<file path="src/rtl/erm_pkg.sv">
// ----------------------------------------------------------------------------
// erm_pkg
// Shared widths, constants and helpers for the Euler angle to rotation
// matrix block.
// ----------------------------------------------------------------------------
package erm_pkg;

  localparam int ANGLE_WIDTH = 16;
  localparam int COEF_WIDTH  = 16;
  localparam int TRIG_STAGES = 14;

  localparam int ANG_FRAC  = ANGLE_WIDTH - 3;
  localparam int OUT_FRAC  = COEF_WIDTH - 2;
  localparam int ANG_SHIFT = 30 - ANG_FRAC;

  // CORDIC working width (Q30 angle up to +-2^32 before clamp)
  localparam int WORK_W = 34;
  // sine / cosine width, Q30
  localparam int TRIG_W = 32;
  // full product width, Q60
  localparam int Q60_W  = 64;

  localparam logic signed [WORK_W-1:0] PI_Q30      = 34'sd3373259426;
  localparam logic signed [WORK_W-1:0] NEG_PI_Q30  = -PI_Q30;
  localparam logic signed [WORK_W-1:0] HALF_PI_Q30 = 34'sd1686629713;
  localparam logic signed [WORK_W-1:0] NEG_HALF_PI = -HALF_PI_Q30;
  localparam logic signed [WORK_W-1:0] GAIN_Q30    = 34'sd652032874;

  localparam logic signed [31:0] ATAN_Q30 [0:29] = '{
    32'sd843314857, 32'sd497837829, 32'sd263043836, 32'sd133525158,
    32'sd67021686,  32'sd33543515,  32'sd16775850,  32'sd8388437,
    32'sd4194282,   32'sd2097149,   32'sd1048575,   32'sd524287,
    32'sd262143,    32'sd131071,    32'sd65535,     32'sd32767,
    32'sd16383,     32'sd8191,      32'sd4095,      32'sd2047,
    32'sd1023,      32'sd511,       32'sd255,       32'sd127,
    32'sd63,        32'sd31,        32'sd15,        32'sd8,
    32'sd4,         32'sd2
  };

  localparam logic signed [Q60_W-1:0] HALF_Q30 = 64'sd1 <<< 29;

  localparam int RND_SHIFT = 60 - OUT_FRAC;
  localparam logic signed [Q60_W-1:0] RND_HALF = 64'sd1 <<< (RND_SHIFT - 1);
  localparam logic signed [Q60_W-1:0] OUT_LIM  = 64'sd1 <<< OUT_FRAC;
  localparam logic signed [Q60_W-1:0] OUT_NLIM = -OUT_LIM;

  // clamp, fold, CORDIC stages, sign fix
  localparam int LANE_LAT  = TRIG_STAGES + 3;
  localparam int MERGE_LAT = 5;
  localparam int LATENCY   = LANE_LAT + MERGE_LAT;

  typedef struct packed {
    logic signed [TRIG_W-1:0] sin_v;
    logic signed [TRIG_W-1:0] cos_v;
  } trig_t;

  typedef logic [8:0][COEF_WIDTH-1:0] matrix_t;

  // Q60 to output format: round half up, floor shift, saturate at +-1
  function automatic logic [COEF_WIDTH-1:0] q60_round(input logic signed [Q60_W-1:0] v);
    logic signed [Q60_W-1:0] r;
    r = (v + RND_HALF) >>> RND_SHIFT;
    if (r > OUT_LIM) begin
      r = OUT_LIM;
    end else if (r < OUT_NLIM) begin
      r = OUT_NLIM;
    end
    return r[COEF_WIDTH-1:0];
  endfunction

endpackage

</file>
<file path="src/rtl/erm_cordic.sv">
// ----------------------------------------------------------------------------
// erm_cordic
// One trig lane: clamps and folds an angle, then a pipelined rotation-mode
// CORDIC gives its sine and cosine in Q30.
// ----------------------------------------------------------------------------
module erm_cordic (
  input  logic                                      clk,
  input  logic signed [erm_pkg::ANGLE_WIDTH-1:0]    angle,
  output erm_pkg::trig_t                            trig
);

  localparam int S = erm_pkg::TRIG_STAGES;
  localparam int W = erm_pkg::WORK_W;

  logic signed [W-1:0] ang_ext;
  logic signed [W-1:0] clamp_nxt;
  logic signed [W-1:0] clamp_r;
  logic signed [W-1:0] fold_nxt;
  logic                flip_nxt;

  logic signed [W-1:0] xs_r [0:S];
  logic signed [W-1:0] ys_r [0:S];
  logic signed [W-1:0] zs_r [0:S-1];
  logic                fl_r [0:S];

  erm_pkg::trig_t trig_r;

  assign ang_ext = W'(angle) <<< erm_pkg::ANG_SHIFT;

  always_comb begin
    if (ang_ext > erm_pkg::PI_Q30) begin
      clamp_nxt = erm_pkg::PI_Q30;
    end else if (ang_ext < erm_pkg::NEG_PI_Q30) begin
      clamp_nxt = erm_pkg::NEG_PI_Q30;
    end else begin
      clamp_nxt = ang_ext;
    end
  end

  always_comb begin
    if (clamp_r > erm_pkg::HALF_PI_Q30) begin
      fold_nxt = clamp_r - erm_pkg::PI_Q30;
      flip_nxt = 1'b1;
    end else if (clamp_r < erm_pkg::NEG_HALF_PI) begin
      fold_nxt = clamp_r + erm_pkg::PI_Q30;
      flip_nxt = 1'b1;
    end else begin
      fold_nxt = clamp_r;
      flip_nxt = 1'b0;
    end
  end

  always_ff @(posedge clk) begin
    clamp_r  <= clamp_nxt;
    xs_r[0]  <= erm_pkg::GAIN_Q30;
    ys_r[0]  <= '0;
    zs_r[0]  <= fold_nxt;
    fl_r[0]  <= flip_nxt;
  end

  for (genvar i = 0; i < S; i++) begin : g_stage
    always_ff @(posedge clk) begin
      if (!zs_r[i][W-1]) begin
        xs_r[i+1] <= xs_r[i] - (ys_r[i] >>> i);
        ys_r[i+1] <= ys_r[i] + (xs_r[i] >>> i);
      end else begin
        xs_r[i+1] <= xs_r[i] + (ys_r[i] >>> i);
        ys_r[i+1] <= ys_r[i] - (xs_r[i] >>> i);
      end
      fl_r[i+1] <= fl_r[i];
    end

    if (i < S - 1) begin : g_z
      always_ff @(posedge clk) begin
        if (!zs_r[i][W-1]) begin
          zs_r[i+1] <= zs_r[i] - W'(erm_pkg::ATAN_Q30[i]);
        end else begin
          zs_r[i+1] <= zs_r[i] + W'(erm_pkg::ATAN_Q30[i]);
        end
      end
    end
  end

  always_ff @(posedge clk) begin
    if (fl_r[S]) begin
      trig_r.sin_v <= erm_pkg::TRIG_W'(-ys_r[S]);
      trig_r.cos_v <= erm_pkg::TRIG_W'(-xs_r[S]);
    end else begin
      trig_r.sin_v <= erm_pkg::TRIG_W'(ys_r[S]);
      trig_r.cos_v <= erm_pkg::TRIG_W'(xs_r[S]);
    end
  end

  assign trig = trig_r;

endmodule

</file>
<file path="config.mk">
export PLATFORM = sky130hd
export DESIGN_NAME = erm_cordic
export DESIGN_NICKNAME = d
export VERILOG_FILES = /design/src/rtl/erm_pkg.sv /design/src/rtl/erm_cordic.sv
export SDC_FILE = /design/constraint.sdc
export NUM_CORES = 2
export LEC_CHECK = 0
export BUFFER_PORTS_ARGS = -buffer_cell sky130_fd_sc_hd__buf_2
export CELL_PAD_IN_SITES_DETAIL_PLACEMENT = 1
export CELL_PAD_IN_SITES_GLOBAL_PLACEMENT = 1
export CORE_ASPECT_RATIO = 1.75
export CORE_UTILIZATION = 55
export CTS_BUF_LIST = sky130_fd_sc_hd__clkbuf_2 sky130_fd_sc_hd__clkbuf_4 sky130_fd_sc_hd__clkbuf_8
export CTS_CLUSTER_SIZE = 25
export DETAILED_ROUTE_END_ITERATION = 8
export PLACE_DENSITY = 0.94
export SYNTH_ARGS = -nofsm -noshare
export SYNTH_HDL_FRONTEND = slang
export SYNTH_SLANG_ARGS = --single-unit
</file>
<file path="constraint.sdc">
create_clock -name clk -period 12.7 [get_ports clk]
set_input_delay 1.27 -clock clk [delete_from_list [all_inputs] [get_ports clk]]
set_output_delay 1.27 -clock clk [all_outputs]
set_load 0.02 [all_outputs]
</file>
==> impl_metrics.tcl <==
set metrics [dict create \
    outcome "finished clean" \
    ant_nets 0 \
    wl_per_cell_um 24.7 \
    cts_buffer_depth 4 \
    die_w_um 321 \
    drc_errors 0 \
    clk_latency_ns 1.01 \
    grt-ovfl-total 0 \
    hpwl_um 270000 \
    worstPathCellList "buf_4 > inv_1 > buf_4 > fa_1 > nor2b_1 > o31ai_1 > a211oi_1 > nor3_1 > o41a_1 > o21ai_0 > nand2_1 > a21oi_1 > a21o_1 > a21oi_1 > o21ai_0 > a21oi_1" \
    vias 90241 \
    startpoint "zs_r[1][67]$_DFF_P_" \
    slew_headroom 0.186 \
    critPathLaunchType "flop" \
    cts-buffers-inserted 213 \
    fin_ws_ns 6.90 \
    synth_cell_types 93 \
    hold_slack_ns 0.312 \
    netlist_top_cells_area "dfxtp_1 28%, ha_1 16%, xnor2_1 9.7%" \
    drive_above_1_share 0.0541 \
    setup_viol 0 \
    cts.sinks 1382 \
    final_cells 14184 \
    grt_pass1_vias 99887 \
    initial_core_util 0.555 \
    crit_path_end_kind "flop" \
    worstPathMaxFanout 62 \
    gp_congestion 1.00 \
    criticalPathCategory "reg2reg" \
    syn_nets 12775 \
    hold_viol 0 \
    critical_path.most_common_cell "a21oi_1" \
    die-area_um2 180000 \
    slowest_stage "dfxtp_2" \
    ios 81 \
    layout_commonest_cell "dfxtp_1" \
    area_delta_synth_final_pct 8.01 \
    worst_slew_pin_slew_ns 1.22 \
    yosysTopAreaCell "dfxtp_1" \
    grt_pass1_wl_um 542000 \
    drv_cap 0 \
    required_ns 13.55 \
    clk_pin_slew_worst_paths_ns 0.07 \
    cts_resized 0 \
    final_cell_mix "1369 x dfxtp_1, 1297 x a21oi_1, 1240 x ha_1, 1087 x xnor2_1, 982 x nor2_1" \
    io_buffers 80 \
    skew_ns 0.0747 \
    dp_cells 13804 \
    hp-class "reg2reg" \
    track_usage 0.379 \
    cts_root_buf "clkbuf_8" \
    firstDrtPassIters 8 \
    ctsHtreeMaxLevel 4 \
    routed_via_density 6.36 \
    grt_start_max_net_pins 76 \
    setup_tns_ns 0 \
    preCtsSetupSlack_ns 7.28 \
    synth_ff_type "dfxtp_1" \
    cts_tree "done" \
    cts_setup_buffers 0 \
    max_freq_mhz 173 \
    fill_cells 21131 \
    fp.coreArea_um2 177000 \
    period_needed_ns 5.80 \
    drt_iter0_drc 4232 \
    seq_area_frac_synth 0.282 \
    grt_setup_unrepaired "false" \
    ys_warn_count 0 \
    period_share 0.456 \
    synth-async-reset-ratio 0 \
    synthesis.area_um2 98000 \
    synth_edf_count 0 \
    drt-total-wl_um 350000 \
    drv_slew 0 \
    hold_buffers 0 \
    ys_ff_latch 1382 \
    antenna_found_initial 17 \
    fin_nets 12943 \
    netlist_instances 11482 \
    yosys.area.top_type_share 0.282 \
    hold_start "fl_r[6]$_DFF_P_" \
    die_h_um 560 \
    arrival_ns 6.65 \
    r2r_start "zs_r[1][67]$_DFF_P_" \
    critPathMaxStageDelay_ns 0.72 \
    num_rows 204 \
    syn_avg_cell_area_um2 8.54 \
]
cells by family (layout without fill, tap and decap cells):
logic type,after synthesis,in the layout,synth area share
mux,81,81,0.00871
compound gates,3509,3509,0.226
flops,1382,1382,0.282
other cells,0,9,0
xor+xnor,1693,1693,0.151
fa+ha+maj,1276,1276,0.166
simple gates,2858,2858,0.140
buf+inv,683,1007,0.0262
synthesized netlist by cell type, types with 135 or more instances:
| library cell | instances |
|---|---|
| a21oi_1 | 1297 |
| ha_1 | 1240 |
| nor2_1 | 982 |
| nor3_1 | 280 |
| inv_1 | 515 |
| a21o_1 | 628 |
| clkbuf_1 | 135 |
| nand2_1 | 580 |
| xor2_1 | 606 |
| nand3_1 | 165 |
| o21ai_0 | 521 |
| xnor2_1 | 1087 |
| o21a_1 | 176 |
| nor2b_1 | 139 |
| nand2b_1 | 175 |
| o21bai_1 | 140 |
| dfxtp_1 | 1382 |
metal layers:
layer | global-route usage | part of all wire | vias to the layer above
li1 | - | - | 41492
met1 | 0.309 | 0.31 | 43694
met2 | 0.719 | 0.53 | 3009
met3 | 0.0629 | 0.039 | 2024
met4 | 0.414 | 0.13 | 22
met5 | 0 | 0.00041 | -
critical path, delay by kind of cell (launching register included):
kind                     cells  cell delay (ns)
AND/OR/NAND/NOR              3             0.49
flip-flops                   1             0.72
adder cells (fa/ha/maj)      1             0.46
buffers and inverters        3             1.41
AO/OA/AOI/OAI                9             2.50
sequential cells by signal, indices dropped and copies added, names as in the netlist:
| signal | cells |
|---|---|
| fl_r | 15 |
| ys_r | 441 |
| xs_r | 414 |
| clamp_r | 19 |
| trig | 64 |
| zs_r | 429 |
through the flow:
step,utilization,area (um2)
CTS,0.599,106000
global route,0.599,106000
global placement,0.572,101000
detailed placement,0.572,101000
floorplan,-,98000
finish,0.599,106000
cell type report:
type                       instances  area, um2  share of cell area
inverter                         519       1950              0.0184
tap                             2369       2960              0.0280
antenna                            9       22.5            0.000213
clock inverter                    63        835             0.00788
sequential                      1382      27700               0.261
clock buffer                     308       3960              0.0374
multi-input combinational       9417      67800               0.640
timing repair buffer             117        678             0.00640
worst paths after layout:
check,endpoint,slack [ns],cells past startpoint
min reg2reg,fl_r[7]$_DFF_P_,0.31,0
max reg2reg,zs_r[1][101]$_DFF_P_,6.90,16
max,zs_r[1][101]$_DFF_P_,6.90,16
min,fl_r[7]$_DFF_P_,0.31,0
Power is not shown: default switching activity piles up to over one toggle a cycle in this logic, so the estimate is an artifact.
